`config.mk`:
```
export PLATFORM = sky130hd
export DESIGN_NAME = vnm_nbr
export DESIGN_NICKNAME = d
export VERILOG_FILES = /design/src/hdl/assert_macros.svh /design/src/hdl/vnm_pkg.sv /design/src/hdl/vnm_nbr.sv
export SDC_FILE = /design/constraint.sdc
export NUM_CORES = 1
export LEC_CHECK = 0
export CORE_ASPECT_RATIO = 0.75
export CORE_MARGIN = 2
export CORE_UTILIZATION = 60
export CTS_CLUSTER_SIZE = 24
export DETAILED_ROUTE_END_ITERATION = 8
export DONT_BUFFER_PORTS = 1
export PLACE_DENSITY = 0.75
export SYNTH_ARGS = -nofsm -noshare
export SYNTH_HDL_FRONTEND = slang
export SYNTH_SLANG_ARGS = --single-unit
```
`constraint.sdc`:
```
create_clock -name clk -period 2.7 [get_ports clk]
set_clock_uncertainty 0.15 [all_clocks]
set_input_delay 0.405 -clock clk [delete_from_list [all_inputs] [get_ports clk]]
set_output_delay 0.405 -clock clk [all_outputs]
set_load 0.02 [all_outputs]
```
`src/hdl/assert_macros.svh`:
```
// Assertion macros used by the top-level RTL file.
`ifndef ASSERT_MACROS_SVH
`define ASSERT_MACROS_SVH

// Same-cycle implication, disabled while in reset.
`define ASSERT_IMPL(label, clk, rst, ante, cons, msg) \
  label: assert property (@(posedge clk) disable iff (rst) (ante) |-> (cons)) \
    else $error(msg);

// Next-cycle implication, disabled while in reset.
`define ASSERT_NEXT(label, clk, rst, ante, cons, msg) \
  label: assert property (@(posedge clk) disable iff (rst) (ante) |=> (cons)) \
    else $error(msg);

`endif

```
`src/hdl/vnm_pkg.sv`:
```
// Shared types and constants of the voxel neighbour mask block.
package vnm_pkg;

  localparam int TYPE_W   = 5;
  localparam int POS_XZ_W = 6;
  localparam int POS_Y_W  = 4;
  localparam int MASK_W   = 27;
  localparam int BIT_W    = 5;

  // bit (dy+1)*9 + (dz+1)*3 + (dx+1); centre is all offsets zero
  localparam logic [BIT_W-1:0] CENTRE_BIT = 5'd13;
  localparam logic [BIT_W-1:0] LAST_BIT   = 5'd26;

  localparam logic [MASK_W-1:0] BOTTOM_RESET = 27'd511;

  // per-axis offset codes
  localparam logic [1:0] OFS_MINUS = 2'd0;
  localparam logic [1:0] OFS_ZERO  = 2'd1;
  localparam logic [1:0] OFS_PLUS  = 2'd2;
  localparam logic [1:0] OFS_NONE  = 2'd3;

  localparam logic OP_WRITE = 1'b0;
  localparam logic OP_QUERY = 1'b1;

  typedef struct packed {
    logic [POS_XZ_W-1:0] x;
    logic [POS_Y_W-1:0]  y;
    logic [POS_XZ_W-1:0] z;
  } pos_t;

  // one store access travelling down the address pipe
  typedef struct packed {
    logic             valid;
    logic             write;
    logic             last;
    logic [BIT_W-1:0] bit_idx;
    logic [1:0]       dx;
    logic [1:0]       dy;
    logic [1:0]       dz;
  } step_t;

endpackage

```
`src/hdl/vnm_nbr.sv`:
```
// Neighbour address generator: chunk split, world bounds and store address.
module vnm_nbr #(
  parameter int CHUNK_SPAN_X  = 16,
  parameter int CHUNK_SPAN_Z  = 16,
  parameter int COLUMN_HEIGHT = 16,
  parameter int CHUNK_COUNT_X = 4,
  parameter int CHUNK_COUNT_Z = 4,
  localparam int CPC    = CHUNK_SPAN_X * CHUNK_SPAN_Z * COLUMN_HEIGHT,
  localparam int CELLS  = CPC * CHUNK_COUNT_X * CHUNK_COUNT_Z,
  localparam int ADDR_W = $clog2(CELLS)
) (
  input  logic               clk,
  input  logic               rst,
  input  vnm_pkg::step_t     step_in,
  input  vnm_pkg::pos_t      pos,
  output vnm_pkg::step_t     step_out,
  output logic               hit,
  output logic [ADDR_W-1:0]  addr
);

  localparam int WORLD_X = CHUNK_SPAN_X * CHUNK_COUNT_X;
  localparam int WORLD_Z = CHUNK_SPAN_Z * CHUNK_COUNT_Z;
  localparam int LXW     = $clog2(CHUNK_SPAN_X);
  localparam int LZW     = $clog2(CHUNK_SPAN_Z);
  localparam int CXW     = $clog2(CHUNK_COUNT_X + 1);
  localparam int CZW     = $clog2(CHUNK_COUNT_Z + 1);
  localparam int YW      = vnm_pkg::POS_Y_W + 1;
  localparam int XZ_N    = 1 << vnm_pkg::POS_XZ_W;
  localparam int LAYER   = CHUNK_SPAN_X * CHUNK_SPAN_Z;
  localparam int ROW_Z   = CHUNK_COUNT_X * CPC;

  // coordinate split tables (chunk, local, in range)
  logic [CXW-1:0] xt_chunk [XZ_N];
  logic [LXW-1:0] xt_local [XZ_N];
  logic           xt_in    [XZ_N];
  logic [CZW-1:0] zt_chunk [XZ_N];
  logic [LZW-1:0] zt_local [XZ_N];
  logic           zt_in    [XZ_N];

  for (genvar g = 0; g < XZ_N; g++) begin : g_split
    localparam int GCX = g / CHUNK_SPAN_X;
    localparam int GLX = g % CHUNK_SPAN_X;
    localparam int GCZ = g / CHUNK_SPAN_Z;
    localparam int GLZ = g % CHUNK_SPAN_Z;
    assign xt_chunk[g] = CXW'(GCX);
    assign xt_local[g] = LXW'(GLX);
    assign xt_in[g]    = (g < WORLD_X);
    assign zt_chunk[g] = CZW'(GCZ);
    assign zt_local[g] = LZW'(GLZ);
    assign zt_in[g]    = (g < WORLD_Z);
  end

  logic [CXW-1:0] cx, ncx;
  logic [LXW-1:0] lx, nlx;
  logic [CZW-1:0] cz, ncz;
  logic [LZW-1:0] lz, nlz;
  logic [YW-1:0]  ny;
  logic           q_in, x_ok, z_ok, y_ok, x_cross, z_cross, hit_next;

  always_comb begin
    cx   = xt_chunk[pos.x];
    lx   = xt_local[pos.x];
    cz   = zt_chunk[pos.z];
    lz   = zt_local[pos.z];
    q_in = xt_in[pos.x] && zt_in[pos.z] && (int'(pos.y) < COLUMN_HEIGHT);

    ncx = cx; nlx = lx; x_ok = 1'b1; x_cross = 1'b0;
    case (step_in.dx)
      vnm_pkg::OFS_MINUS: begin
        if (lx == '0) begin
          if (cx == '0) begin
            x_ok = 1'b0;
          end else begin
            ncx = cx - 1'b1; nlx = LXW'(CHUNK_SPAN_X - 1); x_cross = 1'b1;
          end
        end else begin
          nlx = lx - 1'b1;
        end
      end
      vnm_pkg::OFS_ZERO: ;
      vnm_pkg::OFS_PLUS: begin
        if (lx == LXW'(CHUNK_SPAN_X - 1)) begin
          if (cx == CXW'(CHUNK_COUNT_X - 1)) begin
            x_ok = 1'b0;
          end else begin
            ncx = cx + 1'b1; nlx = '0; x_cross = 1'b1;
          end
        end else begin
          nlx = lx + 1'b1;
        end
      end
      default: x_ok = 1'b0;
    endcase

    ncz = cz; nlz = lz; z_ok = 1'b1; z_cross = 1'b0;
    case (step_in.dz)
      vnm_pkg::OFS_MINUS: begin
        if (lz == '0) begin
          if (cz == '0) begin
            z_ok = 1'b0;
          end else begin
            ncz = cz - 1'b1; nlz = LZW'(CHUNK_SPAN_Z - 1); z_cross = 1'b1;
          end
        end else begin
          nlz = lz - 1'b1;
        end
      end
      vnm_pkg::OFS_ZERO: ;
      vnm_pkg::OFS_PLUS: begin
        if (lz == LZW'(CHUNK_SPAN_Z - 1)) begin
          if (cz == CZW'(CHUNK_COUNT_Z - 1)) begin
            z_ok = 1'b0;
          end else begin
            ncz = cz + 1'b1; nlz = '0; z_cross = 1'b1;
          end
        end else begin
          nlz = lz + 1'b1;
        end
      end
      default: z_ok = 1'b0;
    endcase

    ny   = {1'b0, pos.y};
    y_ok = 1'b1;
    case (step_in.dy)
      vnm_pkg::OFS_MINUS: begin
        if (pos.y == '0) begin
          y_ok = 1'b0;
        end else begin
          ny = {1'b0, pos.y} - 1'b1;
        end
      end
      vnm_pkg::OFS_ZERO: ;
      vnm_pkg::OFS_PLUS: ny = {1'b0, pos.y} + 1'b1;
      default: y_ok = 1'b0;
    endcase
    y_ok = y_ok && (int'(ny) < COLUMN_HEIGHT);

    // diagonal across both an x and a z chunk seam is not counted
    hit_next = q_in && x_ok && y_ok && z_ok && !(x_cross && z_cross);
  end

  // stage 1: neighbour coordinates
  vnm_pkg::step_t s1;
  logic           s1_hit;
  logic [CXW-1:0] s1_cx;
  logic [LXW-1:0] s1_lx;
  logic [CZW-1:0] s1_cz;
  logic [LZW-1:0] s1_lz;
  logic [YW-1:0]  s1_y;

  // stage 2: chunk base and offset within chunk
  logic [ADDR_W-1:0] base, loc_off;

  always_ff @(posedge clk) begin
    if (rst) begin
      s1       <= '0;
      step_out <= '0;
    end else begin
      s1       <= step_in;
      step_out <= s1;
    end
  end

  always_ff @(posedge clk) begin
    s1_hit  <= hit_next;
    s1_cx   <= ncx;
    s1_lx   <= nlx;
    s1_cz   <= ncz;
    s1_lz   <= nlz;
    s1_y    <= ny;
    hit     <= s1_hit;
    base    <= ADDR_W'(s1_cz) * ADDR_W'(ROW_Z) + ADDR_W'(s1_cx) * ADDR_W'(CPC);
    loc_off <= ADDR_W'(s1_y) * ADDR_W'(LAYER) + ADDR_W'(s1_lz) * ADDR_W'(CHUNK_SPAN_X)
             + ADDR_W'(s1_lx);
  end

  assign addr = base + loc_off;

endmodule

```
### Yosys cells after proc, flatten, opt, wreduce, memory -nomap -nowiden

Memory sizes are Yosys's and may differ from the RTL's.
Index checks and enable logic that the tools add are counted.

* mux-type cells: 52
* bitwise logic cells: 2
* add/sub/neg operators: 14
* equal/unequal tests: 10
* order comparisons: 3
* reduce and logical (&&, ||, !) cells: 17

Operators by type and width (count)
* two-way mux 4 bit: 12
* adder 16 x 15 -> 16 bit: 2
* two-way mux 3 bit: 8
* two-way mux 1 bit: 17
* case mux 4 bit (2 select lines): 2
* adder 14 x 4 -> 15 bit: 1
* adder 13 x 8 -> 14 bit: 1
* >= comparator 7 bit (second input constant): 2
* NOT 6 -> 7 bit: 2
* zero test 4 bit: 3
* case mux 5 bit (2 select lines): 1
* adder 4 x 1 -> 4 bit (second input constant): 2
* == test 4 bit (second input constant): 2
* two-way mux 2 bit: 4
* subtractor 4 x 1 -> 4 bit (second input constant): 2
* logical AND 1 bit: 7
* == test 2 x 1 -> 1 bit (second input constant): 3
* == test 2 bit (second input constant): 3
* == test 3 x 2 -> 1 bit (second input constant): 2
* zero test 2 bit: 3
* zero test 3 bit: 2
* case mux 1 bit (2 select lines): 3
* case mux 1 bit (3 select lines): 2
* case mux 3 bit (2 select lines): 1
* other kinds (11): 11

* memories kept: 6
* output and inout bits: 31
* memory bits (read-only): 1024
* bits of input ports: 32
* register bits: 79

Memory list
* (name not given): depth 64, width 4, rd ports 1, clocked after memory_dff 0, write ports 0, RTL line vnm_nbr.sv:64 `lz = zt_local[pos.z];`
* (name not given): depth 64, width 4, rd ports 1, clocked after memory_dff 0, write ports 0, RTL line vnm_nbr.sv:62 `lx = xt_local[pos.x];`
* (name not given): depth 64, width 3, rd ports 1, clocked after memory_dff 0, write ports 0, RTL line vnm_nbr.sv:63 `cz = zt_chunk[pos.z];`
* (name not given): depth 64, width 3, rd ports 1, clocked after memory_dff 0, write ports 0, RTL line vnm_nbr.sv:61 `cx = xt_chunk[pos.x];`
* (name not given): depth 64, width 1, rd ports 1, clocked after memory_dff 0, write ports 0, RTL line vnm_nbr.sv:65 `q_in = xt_in[pos.x] && zt_in[pos.z] && (int'(pos.y) < COLUMN_HEIGHT);`
* (name not given): depth 64, width 1, rd ports 1, clocked after memory_dff 0, write ports 0, RTL line vnm_nbr.sv:65

### Depth between registers and ports, before layout

Gate-level depths: netlist of run 1.

* depth after elaboration: 12
* depth in mapped cells: 6
* depth with buffers taken out: 6

### Worst setup path after synthesis of run 1

Ideal clock, no wire load.

* path kind: input -> register
* from: input pos[11] in the netlist's numbering
* to: register s1_lx[1]
* arrival: 1.621 ns
* slack: 0.797 ns
* buffers on the path: 0
* stages: 6
* cells stage by stage: inv_1 ha_1 or3b_4 or3_1 a31oi_1 o22ai_1

* longest elaborated chain between the ends: 8

Ends and longest elaborated chain
* start: declaration: RTL line vnm_nbr.sv:15 `input vnm_pkg::pos_t pos,`
* NOT 6 -> 7 bit (not written as such) *: RTL line vnm_nbr.sv:61, vnm_nbr.sv:62
* parallel branches: the longest is 6 deep, another holds memory (64 x 4 bit)
* case mux 4 bit (2 select lines) *: RTL line vnm_nbr.sv:68 `case (step_in.dx)`
* named net nlx[1]: RTL line vnm_nbr.sv:54 `logic [LXW-1:0] lx, nlx;`
* end signal: assignment: RTL line vnm_nbr.sv:168 `s1_lx <= nlx;`
* end: declaration: RTL line vnm_nbr.sv:147 `logic [LXW-1:0] s1_lx;`

Mark *: on every way through the listed nets, which the timed path passes. The select of a mux whose other input is x is not followed.
A chain may end at the register's enable or synchronous reset.

### Worst setup path in the final report of run 1

* from: register base[12]
* to: output addr[14]

* longest elaborated chain between the ends: 1

Ends and longest elaborated chain
* start: declaration: RTL line vnm_nbr.sv:153 `logic [ADDR_W-1:0] base, loc_off;`
* start signal: assignment: RTL line vnm_nbr.sv:173 `base <= ADDR_W'(s1_cz) * ADDR_W'(ROW_Z) + ADDR_W'(s1_cx) * ADDR_W'(CPC);`
* adder 16 x 15 -> 16 bit: RTL line vnm_nbr.sv:178 `assign addr = base + loc_off;`
* end: declaration: RTL line vnm_nbr.sv:18 `output logic [ADDR_W-1:0] addr`

Every way passes these cells.

==> results of run 1 <==
cells in the final DEF, fill, tap and decap left out, types with 2 or more instances in the layout:
cell,count
a211oi_1,3
a21o_1,2
a21oi_1,19
a221oi_1,3
a2bb2oi_1,2
a31oi_1,10
and3_1,3
clkbuf_8,9
clkinvlp_4,3
dfxtp_1,65
dlygate4sd3_1,2
ha_1,15
inv_1,14
inv_6,2
mux2i_1,2
nand2_1,13
nand3_1,10
nand4_1,2
nand4b_1,2
nor2_1,19
nor2b_1,26
nor3_1,3
o21a_1,2
o21ai_0,10
o21ai_1,2
o221a_2,2
o22ai_1,3
o31ai_1,3
or3_1,3
xor2_1,2
state kept, by name, summed over array words and instances, names as in the netlist:
register,flops
s1_hit,1
s1_y,5
hit,1
s1_lz,4
base,4
s1_cx,3
step_out,14
s1,14
s1_cz,2
s1_lx,4
loc_off,13
worst paths after layout:
kind                                from       end  slack [ns]
worst max-delay path            base[12]  addr[14]        0.74
worst min-delay path              pos[8]   s1_y[2]        0.02
worst max register to register  s1_cx[2]  base[15]        1.80
worst min register to register  s1_cx[0]  base[12]        0.18
worst register-to-register path, delay by kind of cell (launching register included):
kind / cells / cell delay [ns]
DFF: 1 / 0.30
adders and majority gates: 1 / 0.19
xor gates and xnor gates: 1 / 0.15
power groups by stage:
stage | clock network, mW | logic [mW] | registers [mW]
2_1_floorplan | 0 | 0.197 | 1.08
3_3_place_gp | 0 | 0.144 | 1.11
3_5_place_dp | 0 | 0.147 | 1.11
4_1_cts | 0.734 | 0.156 | 1.09
5_1_grt | 0.775 | 0.177 | 1.10
6_report | 0.707 | 0.157 | 1.09
metrics by stage:
step                setup WS (ns)  utilization, %  power [mW]
finish                      0.744            64.2        1.95
global route                0.670            64.2        2.05
CTS                         0.712            64.0        1.98
detailed placement          0.689            59.8        1.26
global placement            0.749            59.8        1.25
floorplan                   0.797               -        1.28
repair_timing:
item / 4_1_cts / 5_1_grt
setup buffers: 0 / 0
endpoints found under the hold margin: 28 / 1
hold buffers: 1 / 1
layout make-up:
cell class,count,area share [%]
timing repair buffer,2,0.706
multi-input combinational,183,42.8
tap,57,2.52
clock inverter,7,1.90
sequential,65,45.9
clock buffer,9,4.37
inverter,14,1.85
cells by family after synthesis:
kind of cell	Yosys count	share of synthesized area, %
other	1	0.138
XOR/XNOR	3	0.967
multiplexers	2	0.737
buffers and inverters	42	7.50
adder cells (fa/ha/maj)	15	6.91
AO/OA/AOI/OAI	70	16.8
flip-flops	65	47.9
AND/OR/NAND/NOR	92	19.1
per-layer routing:
layer | part of all wire (%) | up-vias
li1 | - | 967
met1 | 46 | 878
met2 | 45 | 79
met3 | 8.2 | 2
met4 | 0.25 | 0
met5 | 0 | -
==> impl_metrics.yaml, run 1 <==
status:
  run_status: "complete, no violations"
detailed_routing:
  ant_nets: 0
  drt_iter0_drc: 71
  wl_per_cell_um: 14.1
  routed_wl_um: 4750
  viasPerCell: 5.72
  drt_pass1_iterations: 4
  route.detailed.drc: 0
  num_vias: 1926
critical_path:
  startpoint_type: "register"
  critPathTopFamily: "adder cells"
  cp_slowest_stage_delay_ns: 0.37
  critPathSlowestCell: "xor2_1"
  critical_path_depth: 3
  cp.required_ns: 2.14
  worstPathCellList: "ha_1 -> ha_1 -> xor2_1"
  r2r_cells: 2
  crit_path_frequent_cell: "ha_1"
  critPathBufInv: 0
  cp.arrival_ns: 1.40
  critPathCaptureType: "output pin"
  path_class: "register to output pin"
  critPathMaxFanout: 2
clock_network:
  clockBufferDepth: 2
  cts_buffers: 9
  clkTransAtPathRegs_ns: 0.07
  cts_tree: "yes"
  cts.sinks: 65
  clk_latency_ns: 0.33
  htreeDepth: 3
  root_buffer: "clkbuf_8"
  cts-resized-gates: 0
global_route:
  antenna_found_initial: 0
  grtUsageTotal_pct: 20.0
  grt_busiest_layer: "met2"
  grt_pass1_vias: 1703
  grt_use_met1_pct: 25.8
  grt_overflow: 0
  gr-usage-met3_pct: 10.5
  grt_pass1_wl_um: 7750
  grtUsageMet2_pct: 28.7
  grt_start_max_net_pins: 29
pwr:
  p_seq_share_pct: 55.7
  power_density_nw_per_um2: 688
  sw_frac_of_total_pct: 26.0
  p_clk_share_pct: 36.2
  pwr-share-comb_pct: 8.0
  vdd_ir_drop_max_mv: 0.489
  p_leak_nw: 1.16
  internal-power_mw: 1.44
  p_sw_mw: 0.508
timing:
  fmax_ghz: 0.511
  rsz0062_at_grt: "false"
  slew_headroom_pct: 40.4
  min_period_ns: 1.96
  final.setup.tns_ns: 0
  finalHoldViolCount: 0
  post-route-period-util_pct: 72.4
  hold_slack_ns: 0.0218
  tightest_slew_ns: 0.891
  slew_viol_final: 0
  final-setup-viol-count: 0
floorplan:
  initial_core_util_pct: 61.6
  boundaryPins: 63
  die_width_um: 81.7
  die_y_um: 62.3
  design.core.area_um2: 4410
  die_area_um2: 5090
  rows: 21
synthesis:
  ys_types: 51
  syn_area_per_cell_um2: 9.37
  ys_seq_elements: 65
  synthesis.area_um2: 2720
  yosysMostFrequentCell: "dfxtp_1"
  synth_cells: 290
  synth_common_cells: "dfxtp_1, nor2b_1, a21oi_1, nor2_1"
  syn-num-nets: 337
  ys_warn_count: 0
  synth-edff-count: 0
  yosysTopAreaCell: "dfxtp_1"
  synthDominantCellAreaShare_pct: 47.9
  synth_seq_area_share_pct: 47.9
  postSynth.asyncResetShare_pct: 0
  synth-main-ff-cell: "dfxtp_1"
  synth.top_cells.by_area: "dfxtp_1, ha_1, nor2b_1, a21oi_1, buf_4"
place:
  dp.final_hpwl_um: 3240
  dpl.cell_count: 319
  portBuffers: 0
  dpl_cell_area_um2: 2640
  routabilityCongestion: 0.896
worst_hold_path:
  holdPathStages: 1
  hold_class: "primary input to register"
final_layout:
  fillers: 368
  drive_gt1_share_pct: 8.21
  synthToLayoutAreaGrowth_pct: 4.33
  multiInputGateArea_um2: 1210
  stdcell_area_um2: 2840
  final_cells: 337
  antenna_cells: 0
  ff_latch_area_um2: 1300
  layout.nets: 322
job:
  max_cap_violations: 0
Note: power is estimated with default switching activity, not from simulation.
==> run 2: changes to the inputs <==
==> constraint.sdc (replaced) <==
create_clock -name clk -period 1.8 [get_ports clk]
set_clock_uncertainty 0.15 [all_clocks]
set_input_delay 0.27 -clock clk [delete_from_list [all_inputs] [get_ports clk]]
set_output_delay 0.27 -clock clk [all_outputs]
set_load 0.02 [all_outputs]
==> run 2 against run 1 <==
  * Design area grew 12%
  * Register-to-register slack lost 0.92 ns
  * First-iteration DRC count shrank 1.4%
  * Core utilization grew 7.5 points
  * Sequential share of layout area shrank 4.8 points
  * Worst hold slack lost 0.0038 ns
  * Die area is the same
  * Wire length grew 14%
  * Global-route usage grew 2.2 points
  * Final cell count grew 9.2%
  * Highest routed layer unchanged
==> impl_metrics.yaml, run 2 (synthesis results as in run 1) <==
status:
  run_status: "complete, no violations"
final_layout:
  layout.nets: 353
  antenna_cells: 0
  final_cell_mix: "dfxtp_1, dlygate4sd3_1, nor2b_1"
  synthToLayoutAreaGrowth_pct: 16.6
  fillers: 334
  top_regs: "s1: 14 flops, step_out: 14 flops, loc_off: 13 flops"
  final_common_cell: "dfxtp_1"
  final_cells: 368
  final_util_pct: 71.8
  drive_gt1_share_pct: 9.65
global_route:
  antenna_found_initial: 0
  grt_pass1_vias: 1878
  grtUsageTotal_pct: 22.2
  grt_start_max_net_pins: 29
  grt_pass1_wl_um: 8570
  grt_overflow: 0
critical_path:
  startpoint_type: "primary input"
  critPathCaptureType: "register"
  critPathMaxFanout: 6
  path_class: "primary input to register"
  cp.arrival_ns: 1.85
  cp.required_ns: 1.86
  rrSetupSlack_ns: 0.88
clock_network:
  clockBufferDepth: 2
  root_buffer: "clkbuf_8"
  clk_latency_ns: 0.32
  htreeDepth: 3
  clkTransAtPathRegs_ns: 0.07
  cts_tree: "yes"
  cts_buffers: 9
  cts.sinks: 65
  post-cts-setup-buffer-count: 0
detailed_routing:
  routed_wl_um: 5430
  drt_pass1_iterations: 4
  ant_nets: 0
  drt_iter0_drc: 70
  wl_per_cell_um: 14.7
  num_vias: 2078
  route.detailed.drc: 0
  viasPerCell: 5.65
timing:
  post-route-period-util_pct: 99.6
  fmax_ghz: 0.558
  slew_viol_final: 0
  final-setup-viol-count: 0
  final.setup.tns_ns: 0
  slew_headroom_pct: 40.3
  rsz0062_at_grt: "false"
  min_period_ns: 1.79
  finalHoldViolCount: 0
  tightest_slew_ns: 0.893
  setup_ws_ns: 0.00668
floorplan:
  rows: 21
  die_area_um2: 5090
  boundaryPins: 63
  design.core.area_um2: 4410
  die_y_um: 62.3
  initial_core_util_pct: 61.6
  die_width_um: 81.7
pwr:
  vdd_ir_drop_max_mv: 0.619
  power_density_nw_per_um2: 994
  power_mw: 3.15
  p_leak_nw: 1.31
job:
  max_cap_violations: 0
place:
  routabilityCongestion: 0.854
  dp.final_hpwl_um: 3400
  portBuffers: 0
  place_ws_ns: 0.0367
  dpl.cell_count: 324
worst_hold_path:
  hold_class: "primary input to register"
[run 2: cell types whose count changed in the layout (fill, tap and decap cells not counted), sizes merged]
cell	before	now
clkinvlp	3	0
bufinv	0	1
buf	0	5
clkinv	2	4
dlygate4sd3	2	28
[run 2: final cells by class]
cell class / instances / area [um2] / area share, %
tap: 57 / 71.3 / 2.25
clock buffer: 9 / 124 / 3.91
clock inverter: 7 / 78.8 / 2.49
sequential: 65 / 1300 / 41.1
multi-input combinational: 183 / 1220 / 38.6
timing repair buffer: 33 / 318 / 10.0
inverter: 14 / 52.6 / 1.66
[run 2: timing repair]
action,CTS,global route
hold endpoints to repair,44,0
gates resized for setup,1,1
endpoints found under the setup margin,1,1
hold buffers,28,0
gates cloned,0,0
[run 2: routing by layer]
layer | track usage, % | up-vias | part of all wire, %
met5 | 0 | - | 0
met4 | 8.54 | 0 | 0.77
met3 | 9.74 | 6 | 8.1
met2 | 32.1 | 84 | 45
met1 | 29.2 | 961 | 46
li1 | - | 1027 | -
[run 2: final timing paths]
kind | start | end | cells after the start
max | step_in[2] | s1_y[2] | 7
min | step_in[0] | s1_lz[3] | 2
max reg2reg | s1_cx[2] | base[15] | 2
min reg2reg | s1_lz[2] | loc_off[6] | 0
[run 2: worst max-delay path, cell delays in order]
cell and delay, ns:
dlygate4sd3_1 0.53, inv_1 0.07, ha_1 0.24, a21boi_1 0.17
buf_4 0.18, a221oi_1 0.28, a21oi_1 0.12
[run 2: per-stage QoR]
step	hold WS [ns]	cell area, um2
after floorplan	0.160	2720
after global placement	0.161	2680
after detailed placement	0.162	2680
after CTS	0.000161	3170
after global routing	0.00177	3170
final	0.0180	3170
[run 2: where the power goes]
| part | internal, mW | total (mW) | switching (mW) |
|---|---|---|---|
| Combinational | 0.158 | 0.305 | 0.148 |
| Sequential | 1.55 | 1.63 | 0.0855 |
| Clock | 0.653 | 1.21 | 0.558 |
| Total | 2.36 | 3.15 | 0.791 |
